**config.mk**
```make
export PLATFORM = sky130hd
export DESIGN_NAME = bencode_stream_validator
export DESIGN_NICKNAME = d
export VERILOG_FILES = /design/src/hdl/bsv_pkg.sv /design/src/hdl/bsv_ram.sv /design/src/hdl/bsv_stack.sv /design/src/hdl/bsv_parser.sv /design/src/hdl/bencode_stream_validator.sv
export SDC_FILE = /design/constraint.sdc
export NUM_CORES = 1
export LEC_CHECK = 0
export ABC_AREA = 1
export BUFFER_PORTS_ARGS = -buffer_cell sky130_fd_sc_hd__buf_2
export CORE_ASPECT_RATIO = 1.75
export CORE_MARGIN = 5
export CORE_UTILIZATION = 55
export CTS_BUF_LIST = sky130_fd_sc_hd__clkbuf_16
export DETAILED_ROUTE_END_ITERATION = 10
export PLACE_DENSITY = 0.79
export SLEW_MARGIN = 25
export SYNTH_ARGS = -nofsm -noshare
export SYNTH_HDL_FRONTEND = slang
export SYNTH_HIERARCHICAL = 1
export SYNTH_SLANG_ARGS = --single-unit
```
**constraint.sdc**
```tcl
create_clock -name clk_i -period 4.1 [get_ports clk_i]
set_clock_uncertainty 0.15 [all_clocks]
set_input_delay 0.82 -clock clk_i [delete_from_list [all_inputs] [get_ports clk_i]]
set_output_delay 0.82 -clock clk_i [all_outputs]
set_load 0.02 [all_outputs]
```
**src/hdl/bsv_pkg.sv**
```systemverilog
// Shared types, character codes and helper functions of the bencode stream validator.
`timescale 1ns / 1ps

package bsv_pkg;

  // Default sizing, handed to the top-level parameters.
  localparam int unsigned MAX_NESTING_DEF = 32;
  localparam int unsigned LENGTH_BITS_DEF = 32;

  // Width of one stack entry.
  localparam int unsigned KIND_W = 2;

  // Characters that steer the parser.
  localparam logic [7:0] CHAR_D     = 8'h64;
  localparam logic [7:0] CHAR_L     = 8'h6C;
  localparam logic [7:0] CHAR_I     = 8'h69;
  localparam logic [7:0] CHAR_E     = 8'h65;
  localparam logic [7:0] CHAR_COLON = 8'h3A;
  localparam logic [7:0] CHAR_MINUS = 8'h2D;
  localparam logic [7:0] CHAR_ZERO  = 8'h30;
  localparam logic [7:0] CHAR_NINE  = 8'h39;

  typedef enum logic [3:0] {
    MODE_EXPECT   = 4'd0,
    MODE_INT_SIGN = 4'd1,
    MODE_INT_DIG1 = 4'd2,
    MODE_INT_MORE = 4'd3,
    MODE_STR_LEN  = 4'd4,
    MODE_STR_BODY = 4'd5,
    MODE_DONE     = 4'd6
  } parse_mode_e;

  typedef enum logic [KIND_W-1:0] {
    KIND_LIST     = 2'd0,
    KIND_DICT_KEY = 2'd2,
    KIND_DICT_VAL = 2'd3
  } kind_e;

  typedef enum logic [2:0] {
    ERR_NONE   = 3'd0,
    ERR_SYNTAX = 3'd1,
    ERR_TRUNC  = 3'd2,
    ERR_TRAIL  = 3'd3,
    ERR_DEEP   = 3'd4,
    ERR_LENOVF = 3'd5
  } err_e;

  // Request from the parser to the level stack.
  typedef struct packed {
    logic  clear;
    logic  push;
    kind_e kind;
    logic  pop;
    logic  toggle;
  } stack_cmd_t;

  // Status of the level stack as seen by the parser.
  typedef struct packed {
    logic  empty;
    logic  single;
    logic  full;
    kind_e top;
  } stack_sts_t;

  function automatic logic is_digit(input logic [7:0] b);
    return (b >= CHAR_ZERO) && (b <= CHAR_NINE);
  endfunction

  // A finished value moves a dictionary between key and value position.
  function automatic kind_e advance_kind(input kind_e k);
    kind_e r;
    r = k;
    if (k == KIND_DICT_KEY) begin
      r = KIND_DICT_VAL;
    end else if (k == KIND_DICT_VAL) begin
      r = KIND_DICT_KEY;
    end
    return r;
  endfunction

endpackage

```
**src/hdl/bsv_ram.sv**
```systemverilog
// Generic single-port-write, single-port-read RAM with registered read data.
`timescale 1ns / 1ps

module bsv_ram #(
  parameter int unsigned WIDTH = 2,
  parameter int unsigned DEPTH = 32,
  localparam int unsigned AW = (DEPTH > 1) ? $clog2(DEPTH) : 1
) (
  input  logic             clk_i,
  input  logic             we_i,
  input  logic [AW-1:0]    waddr_i,
  input  logic [WIDTH-1:0] wdata_i,
  input  logic [AW-1:0]    raddr_i,
  output logic [WIDTH-1:0] rdata_o
);

  logic [WIDTH-1:0] mem [DEPTH];
  logic [WIDTH-1:0] rdata_q;

  always_ff @(posedge clk_i) begin
    if (we_i) begin
      mem[waddr_i] <= wdata_i;
    end
    rdata_q <= mem[raddr_i];
  end

  assign rdata_o = rdata_q;

endmodule

```
**src/hdl/bsv_stack.sv**
```systemverilog
// Level stack: cached top entry in flops, lower entries in RAM with a prefetched read.
`timescale 1ns / 1ps

module bsv_stack import bsv_pkg::*; #(
  parameter int unsigned MAX_NESTING = MAX_NESTING_DEF
) (
  input  logic       clk_i,
  input  logic       rst_ni,
  input  stack_cmd_t cmd_i,
  output stack_sts_t sts_o
);

  localparam int unsigned DW = $clog2(MAX_NESTING + 1);
  localparam int unsigned AW = (MAX_NESTING > 1) ? $clog2(MAX_NESTING) : 1;

  logic [DW-1:0]     depth_q, depth_d;
  kind_e             top_q, top_d;
  logic              fwd_q;
  kind_e             fwd_data_q;
  logic              we;
  logic [DW-1:0]     depth_m1;
  logic [DW-1:0]     rd_sel;
  logic [AW-1:0]     waddr;
  logic [AW-1:0]     raddr;
  logic [KIND_W-1:0] rdata;
  kind_e             below;

  // The RAM always holds the entry just under the top at its read port; a push
  // that writes that very entry in the same cycle is forwarded.
  assign below = fwd_q ? fwd_data_q : kind_e'(rdata);

  always_comb begin
    depth_d = depth_q;
    top_d   = top_q;
    we      = 1'b0;
    if (cmd_i.clear) begin
      depth_d = '0;
    end else if (cmd_i.push) begin
      we      = (depth_q != '0);
      depth_d = depth_q + DW'(1);
      top_d   = cmd_i.kind;
    end else if (cmd_i.pop) begin
      depth_d = depth_q - DW'(1);
      top_d   = cmd_i.toggle ? advance_kind(below) : below;
    end else if (cmd_i.toggle && (depth_q != '0)) begin
      top_d = advance_kind(top_q);
    end
  end

  assign depth_m1 = depth_q - DW'(1);
  assign rd_sel   = depth_d - DW'(2);
  assign waddr    = depth_m1[AW-1:0];
  assign raddr    = rd_sel[AW-1:0];

  bsv_ram #(
    .WIDTH (KIND_W),
    .DEPTH (MAX_NESTING)
  ) u_ram (
    .clk_i   (clk_i),
    .we_i    (we),
    .waddr_i (waddr),
    .wdata_i (top_q),
    .raddr_i (raddr),
    .rdata_o (rdata)
  );

  always_ff @(posedge clk_i or negedge rst_ni) begin
    if (!rst_ni) begin
      depth_q <= '0;
      top_q   <= KIND_LIST;
      fwd_q   <= 1'b0;
    end else begin
      depth_q <= depth_d;
      top_q   <= top_d;
      fwd_q   <= we && (waddr == raddr);
    end
  end

  always_ff @(posedge clk_i) begin
    fwd_data_q <= top_q;
  end

  assign sts_o.empty  = (depth_q == '0);
  assign sts_o.single = (depth_q == DW'(1));
  assign sts_o.full   = (depth_q == DW'(MAX_NESTING));
  assign sts_o.top    = top_q;

endmodule

```
**src/hdl/bsv_parser.sv**
```systemverilog
// Byte parser: mode state machine, string length counter and first-error capture.
`timescale 1ns / 1ps

module bsv_parser import bsv_pkg::*; #(
  parameter int unsigned LENGTH_BITS = LENGTH_BITS_DEF
) (
  input  logic       clk_i,
  input  logic       rst_ni,
  input  logic       take_i,
  input  logic [7:0] data_byte_i,
  input  logic       last_byte_i,
  input  stack_sts_t sts_i,
  output stack_cmd_t cmd_o,
  output err_e       res_err_o
);

  localparam int unsigned LW = LENGTH_BITS + 4;

  parse_mode_e            mode_q, mode_d, mode_n;
  logic [LENGTH_BITS-1:0] rem_q, rem_d, rem_n;
  err_e                   err_q, err_d, err_n;

  logic          work;
  logic          dig_ok;
  logic [3:0]    dig;
  logic [LW-1:0] len_ext;
  logic          len_ovf;
  logic          want_key;
  logic          rem_zero;
  logic          rem_one;
  logic          is_open;

  assign work     = take_i && (err_q == ERR_NONE);
  assign dig_ok   = is_digit(data_byte_i);
  assign dig      = 4'(data_byte_i - CHAR_ZERO);
  // length * 10 + digit, built from shifts; any carry into the top nibble overflows.
  assign len_ext  = (LW'(rem_q) << 3) + (LW'(rem_q) << 1) + LW'(dig);
  assign len_ovf  = |len_ext[LW-1:LENGTH_BITS];
  assign want_key = !sts_i.empty && (sts_i.top == KIND_DICT_KEY);
  assign rem_zero = (rem_q == '0);
  assign rem_one  = (rem_q == LENGTH_BITS'(1));
  assign is_open  = (data_byte_i == CHAR_L) || (data_byte_i == CHAR_D);

  // Next state.
  always_comb begin
    mode_n = mode_q;
    rem_n  = rem_q;
    err_n  = err_q;
    if (work) begin
      unique case (mode_q)
        MODE_EXPECT: begin
          if (!sts_i.empty && (data_byte_i == CHAR_E)) begin
            if (sts_i.top == KIND_DICT_VAL) begin
              err_n = ERR_SYNTAX;
            end else begin
              mode_n = sts_i.single ? MODE_DONE : MODE_EXPECT;
            end
          end else if (dig_ok) begin
            rem_n  = LENGTH_BITS'(dig);
            mode_n = MODE_STR_LEN;
          end else if (want_key) begin
            err_n = ERR_SYNTAX;
          end else if (data_byte_i == CHAR_I) begin
            mode_n = MODE_INT_SIGN;
          end else if (is_open) begin
            if (sts_i.full) begin
              err_n = ERR_DEEP;
            end else begin
              mode_n = MODE_EXPECT;
            end
          end else begin
            err_n = ERR_SYNTAX;
          end
        end
        MODE_INT_SIGN: begin
          if (data_byte_i == CHAR_MINUS) begin
            mode_n = MODE_INT_DIG1;
          end else if (dig_ok) begin
            mode_n = MODE_INT_MORE;
          end else begin
            err_n = ERR_SYNTAX;
          end
        end
        MODE_INT_DIG1: begin
          if (dig_ok) begin
            mode_n = MODE_INT_MORE;
          end else begin
            err_n = ERR_SYNTAX;
          end
        end
        MODE_INT_MORE: begin
          if (data_byte_i == CHAR_E) begin
            mode_n = sts_i.empty ? MODE_DONE : MODE_EXPECT;
          end else if (!dig_ok) begin
            err_n = ERR_SYNTAX;
          end
        end
        MODE_STR_LEN: begin
          if (dig_ok) begin
            if (len_ovf) begin
              err_n = ERR_LENOVF;
            end else begin
              rem_n = len_ext[LENGTH_BITS-1:0];
            end
          end else if (data_byte_i == CHAR_COLON) begin
            if (rem_zero) begin
              mode_n = sts_i.empty ? MODE_DONE : MODE_EXPECT;
            end else begin
              mode_n = MODE_STR_BODY;
            end
          end else begin
            err_n = ERR_SYNTAX;
          end
        end
        MODE_STR_BODY: begin
          rem_n = rem_q - LENGTH_BITS'(1);
          if (rem_one) begin
            mode_n = sts_i.empty ? MODE_DONE : MODE_EXPECT;
          end
        end
        MODE_DONE: begin
          err_n = ERR_TRAIL;
        end
        default: begin
          err_n = ERR_SYNTAX;
        end
      endcase
    end

    if (take_i && last_byte_i) begin
      mode_d = MODE_EXPECT;
      rem_d  = '0;
      err_d  = ERR_NONE;
    end else begin
      mode_d = mode_n;
      rem_d  = rem_n;
      err_d  = err_n;
    end
  end

  assign res_err_o = ((err_n == ERR_NONE) && (mode_n != MODE_DONE)) ? ERR_TRUNC : err_n;

  // Stack requests.
  always_comb begin
    cmd_o      = '0;
    cmd_o.kind = KIND_LIST;
    if (take_i && last_byte_i) begin
      cmd_o.clear = 1'b1;
    end else if (work) begin
      unique case (mode_q)
        MODE_EXPECT: begin
          if (!sts_i.empty && (data_byte_i == CHAR_E)) begin
            if (sts_i.top != KIND_DICT_VAL) begin
              cmd_o.pop    = 1'b1;
              cmd_o.toggle = 1'b1;
            end
          end else if (!dig_ok && !want_key && is_open && !sts_i.full) begin
            cmd_o.push = 1'b1;
            cmd_o.kind = (data_byte_i == CHAR_D) ? KIND_DICT_KEY : KIND_LIST;
          end
        end
        MODE_INT_MORE: begin
          cmd_o.toggle = (data_byte_i == CHAR_E);
        end
        MODE_STR_LEN: begin
          cmd_o.toggle = (data_byte_i == CHAR_COLON) && rem_zero;
        end
        MODE_STR_BODY: begin
          cmd_o.toggle = rem_one;
        end
        default: begin
          cmd_o.toggle = 1'b0;
        end
      endcase
    end
  end

  always_ff @(posedge clk_i or negedge rst_ni) begin
    if (!rst_ni) begin
      mode_q <= MODE_EXPECT;
      rem_q  <= '0;
      err_q  <= ERR_NONE;
    end else begin
      mode_q <= mode_d;
      rem_q  <= rem_d;
      err_q  <= err_d;
    end
  end

endmodule

```
**src/hdl/bencode_stream_validator.sv**
```systemverilog
// Top level of the bencode stream validator: handshakes, parser, level stack and result register.
// Throughput: one byte per cycle while input is not held off; final bytes are taken like any other.
// The result of a buffer is registered and appears in the cycle after the transfer of its final byte.
// Input is held off only while a result sits in the output register and is not taken.
// Reset (rst_ni low, asynchronous) returns to the start of a buffer with an empty stack;
// the stack RAM needs no clearing pass, as every entry is written before it is read.
`timescale 1ns / 1ps

module bencode_stream_validator import bsv_pkg::*; #(
  parameter int unsigned MAX_NESTING = MAX_NESTING_DEF,
  parameter int unsigned LENGTH_BITS = LENGTH_BITS_DEF
) (
  input  logic       clk_i,
  input  logic       rst_ni,
  input  logic       in_valid_i,
  output logic       in_ready_o,
  input  logic [7:0] data_byte_i,
  input  logic       last_byte_i,
  output logic       out_valid_o,
  input  logic       out_ready_i,
  output logic       valid_res_o,
  output logic [2:0] error_kind_o
);

  logic       take;
  logic       load;
  logic       out_valid_q, out_valid_d;
  err_e       res_err;
  err_e       err_out_q;
  stack_cmd_t cmd;
  stack_sts_t sts;

  // The result register separates the two sides: a new byte is taken whenever the
  // register is empty or its content is being transferred in this same cycle.
  assign in_ready_o = !out_valid_q || out_ready_i;
  assign take       = in_valid_i && in_ready_o;
  assign load       = take && last_byte_i;

  // The parser decides on the byte in the cycle of its transfer and tells the stack
  // whether to push, pop, clear or move a dictionary between key and value position.
  bsv_parser #(
    .LENGTH_BITS (LENGTH_BITS)
  ) u_parser (
    .clk_i       (clk_i),
    .rst_ni      (rst_ni),
    .take_i      (take),
    .data_byte_i (data_byte_i),
    .last_byte_i (last_byte_i),
    .sts_i       (sts),
    .cmd_o       (cmd),
    .res_err_o   (res_err)
  );

  // The stack keeps its top entry in flops so the parser sees it at once; the
  // entries below live in RAM, and the one under the top is always prefetched so
  // that a pop on one byte and another decision on the next need no wait.
  bsv_stack #(
    .MAX_NESTING (MAX_NESTING)
  ) u_stack (
    .clk_i  (clk_i),
    .rst_ni (rst_ni),
    .cmd_i  (cmd),
    .sts_o  (sts)
  );

  always_comb begin
    out_valid_d = out_valid_q;
    if (load) begin
      out_valid_d = 1'b1;
    end else if (out_ready_i) begin
      out_valid_d = 1'b0;
    end
  end

  always_ff @(posedge clk_i or negedge rst_ni) begin
    if (!rst_ni) begin
      out_valid_q <= 1'b0;
    end else begin
      out_valid_q <= out_valid_d;
    end
  end

  always_ff @(posedge clk_i) begin
    if (load) begin
      err_out_q <= res_err;
    end
  end

  assign out_valid_o  = out_valid_q;
  assign valid_res_o  = (err_out_q == ERR_NONE);
  assign error_kind_o = err_out_q;

endmodule

```
==> impl_results.md <==
- Status: complete, no violations
- Clock transition at the registers of the reported paths: 0.06 ns
- Final Total Pwr: 4.03 mW
- Final nets: about 1500
- Cell area power density: 371 nW/um^2
- Total congestion overflow: 0
- Detail-routed via count per cell: 5.70
- Critical setup path kind: reg2reg
- Measured slew at the worst slew-check pin: 0.823 ns
- Required arrival time at the worst endpoint: between 4 and 5 ns
- Vias after detailed routing: 9574
- DRC violation total after the first TritonRoute iteration: 655
- Ys async rst share: 40.8%
- Drc violations: 0
- Count of unique library cells instantiated by Yosys: 55
- Number of clock sinks: 120
- CP cell instances: inv_2 > ha_2 > nand4_1 > inv_2 > nor2_1 > nand2_1 > inv_1 > nor2_1 > nand2_1 > nor3_1 > buf_4 > inv_2 > o211ai_1 > nand2_1 > ha_1 > inv_1 > clkinvlp_4 > nand3_1 > nand2_1 > nand2_1 > nand2_1 > nand2_1 > nand2_1
- Setup TNS after final layout: 0 ns
- Global-route total usage across every layer: 27.1%
- Count of final setup violators: 0
- Layout cells sized above 1: between 10% and 20%
- Number of violations of the max-capacitance limit: 0
- Buf/Inv on CP: 7
- Std-Cell Rows: 64
- Clock insertion delay at the later pin of the skew report: between 0.4 and 0.5 ns
- Type of element capturing the critical path: flop
- # fillers: 1586
- Number of primary I/O pins: 19
- Tightest Hold Check Type: in2async
- Number of nets in the synthesized netlist: 1474
- TritonCTS Buffers: 17
- Pin count of the biggest net entering global routing: 48
- Number of H-tree levels: 4
- Dominant cells by area after synthesis: sky130_fd_sc_hd__edfxtp_1, sky130_fd_sc_hd__nand2_1, sky130_fd_sc_hd__dfrtp_1, sky130_fd_sc_hd__ha_1, sky130_fd_sc_hd__nand3_1
- Post-synthesis instance area: 9860 sq um
- Die boundary width: roughly 110 um
- Area added between synthesis and finish: 10.1%
- Diodes inserted: 0
- Kind of start point of the critical path: flop
- Average wire length per cell after detail routing: around 17 um
- Leakage power figure: 5.51 nW
- Post-Layout Inst Area: ~11000 sq um
- Gate count of the mapped netlist: ~1400
- Clock tree from TritonCTS: done
- Hold Vio Cnt, Final: 0
- Biggest area consumer among synthesized cells: sky130_fd_sc_hd__edfxtp_1
- Highest Clock Rate: 261 MHz
- Final period demand of the worst path: 3.83 ns
- Arr. time, crit path: 3.98 ns
- Top library cells by usage in the layout, fill and taps aside: sky130_fd_sc_hd__nand2_1, sky130_fd_sc_hd__inv_1, sky130_fd_sc_hd__nor2_1
- Sequential fraction of the synthesis area: 33.7%
- Delay of the slowest critical-path stage: 0.47 ns
- Placement Cell Area: between 10000 and 15000 sq um
- Mean instance size in the synthesized netlist: between 7 and 8 sq um
- Top cell by count, worst path: sky130_fd_sc_hd__nand2_1
- Most common library cell in the layout ignoring fill and taps: sky130_fd_sc_hd__nand2_1
- Critical-path top delay cell: sky130_fd_sc_hd__dfrtp_1
- Final clock period utilization by the worst path: between 90 and 100%
- Clock Tree Buf Depth: 2
- Count of TritonRoute iterations in the first routing pass: 6
- Family with the most delay on the worst path: simple AND/OR/NAND/NOR gates
- Ys flop type: sky130_fd_sc_hd__edfxtp_1
- Proportion of netlist area held by the largest area contributor: approximately 20%
- Number of port buffers: 18
- HPWL after detailed placement: 21900 um
- Worst-path maximum fanout: 11
- Vias in the first global route: 9832
- RD Place Congestion: approximately 0.96
- Wire length of the first global-routing pass: between 40000 and 50000 um
- Number of buffers added to fix hold violations after cts: 0
- Slew Limit Headroom: 45.0%
- Number of nets with antenna violations after routing: 0
- Worst ir drop on vdd: 0.212 mV
- Pins over their slew limit: 0
- Synth Register Bits: 120
- Starting utilization of the core area: between 50% and 60%
- Final WL: 28200 um
- Synth warn: 6
- Clock tree root driver cell: sky130_fd_sc_hd__clkbuf_16
- Core Box Area: 17500 sq um
- Vertical extent of the die: 187 um
- Die Footprint: 20800 sq um
- Number of flops mapped to enable cells by yosys: 67
- Antenna violations before repair: 0
through the flow:
step / util [%] / instances / hold slack, ns / setup WS, ns
6_report: 61.9 / 1680 / 0.253 / 0.272
5_1_grt: 61.9 / 1680 / 0.306 / -0.000215
4_1_cts: 61.8 / 1679 / 0.294 / 0.292
3_5_place_dp: 58.7 / 1647 / 0.365 / 0.104
3_3_place_gp: 58.7 / 1647 / 0.355 / 0.182
2_1_floorplan: - / 1390 / 0.324 / 0.546
registers in the layout (all words and copies together), names as in the netlist:
register / count
error_kind_o: 3
out_valid_o: 1
u_stack/depth_q: 6
u_stack/top_q: 2
u_stack/fwd_data_q: 2
u_parser/rem_q: 32
u_stack/fwd_q: 1
u_parser/err_q: 3
u_parser/mode_q: 4
u_stack/u_ram/rdata_o: 2
u_stack/u_ram/mem: 64
synth_stat cells (10+ instances only):
| master | n |
|---|---|
| sky130_fd_sc_hd__a21oi_1 | 60 |
| sky130_fd_sc_hd__xor2_1 | 13 |
| sky130_fd_sc_hd__nand2_2 | 31 |
| sky130_fd_sc_hd__ha_1 | 69 |
| sky130_fd_sc_hd__dfrtp_1 | 49 |
| sky130_fd_sc_hd__nand3_1 | 126 |
| sky130_fd_sc_hd__buf_6 | 10 |
| sky130_fd_sc_hd__nand4_1 | 17 |
| sky130_fd_sc_hd__nor3_1 | 18 |
| sky130_fd_sc_hd__o21ai_2 | 10 |
| sky130_fd_sc_hd__or2_2 | 12 |
| sky130_fd_sc_hd__inv_2 | 16 |
| sky130_fd_sc_hd__nand2_1 | 389 |
| sky130_fd_sc_hd__nor2_1 | 151 |
| sky130_fd_sc_hd__inv_1 | 163 |
| sky130_fd_sc_hd__o21ai_0 | 67 |
| sky130_fd_sc_hd__edfxtp_1 | 67 |
| sky130_fd_sc_hd__o22ai_1 | 10 |
worst paths after layout:
path / from / end / slack [ns] / cells past startpoint
setup reg to reg: u_stack/depth_q[0] / u_stack/u_ram/rdata_o[1] / 0.27 / 23
max in group asynchronous: rst_ni / u_parser/rem_q[24] / 3.01 / 2
min in group clk_i: u_parser/err_q[1] / u_parser/err_q[1] / 0.38 / 2
hold / removal: rst_ni / out_valid_o / 0.25 / 1
hold reg to reg: u_parser/err_q[1] / u_parser/err_q[1] / 0.38 / 2
setup / recovery: u_stack/depth_q[0] / u_stack/u_ram/rdata_o[1] / 0.27 / 23
power breakdown:
group / switching [mW] / internal (mW)
Combinational: 0.861 / 0.409
Sequential: 0.0619 / 1.32
Clock: 0.596 / 0.784
Total: 1.52 / 2.51
metal layers:
layer / GRT usage [%] / up-vias / wire (um)
li1: - / 4686 / -
met3: 3.46 / 166 / 1250
met2: 51.3 / 364 / 15100
met4: 21.0 / 0 / 2260
met5: 0 / - / 0
met1: 25.7 / 4358 / 9540
layout make-up:
cell class	count	area, sq um	share of cell area, %
multi-input cells	1062	5640	51.9
well taps	231	289	2.66
clock buffers	17	425	3.92
flip-flops and latches	120	3320	30.6
clock inverters	15	120	1.11
inverters	181	691	6.36
repair buffers	54	375	3.46
repair_timing:
item / 4_1_cts / 5_1_grt
gates resized for setup: 0 / 4
endpoints found under the setup margin: 0 / 2
hold endpoints to repair: 0 / 0
buffers inserted: 0 / 1
logic make-up after synthesis:
logic type	count (synthesis)	share of synthesized area, %
xor gates and xnor gates	18	1.60
other	1	0.0380
adders and majority gates	71	9.16
and+or+nand+nor	782	35.1
AOI/OAI and AO/OA	190	11.2
buffers and inverters	208	9.25
DFF	120	33.7
Power figures use the tool's default switching activity.
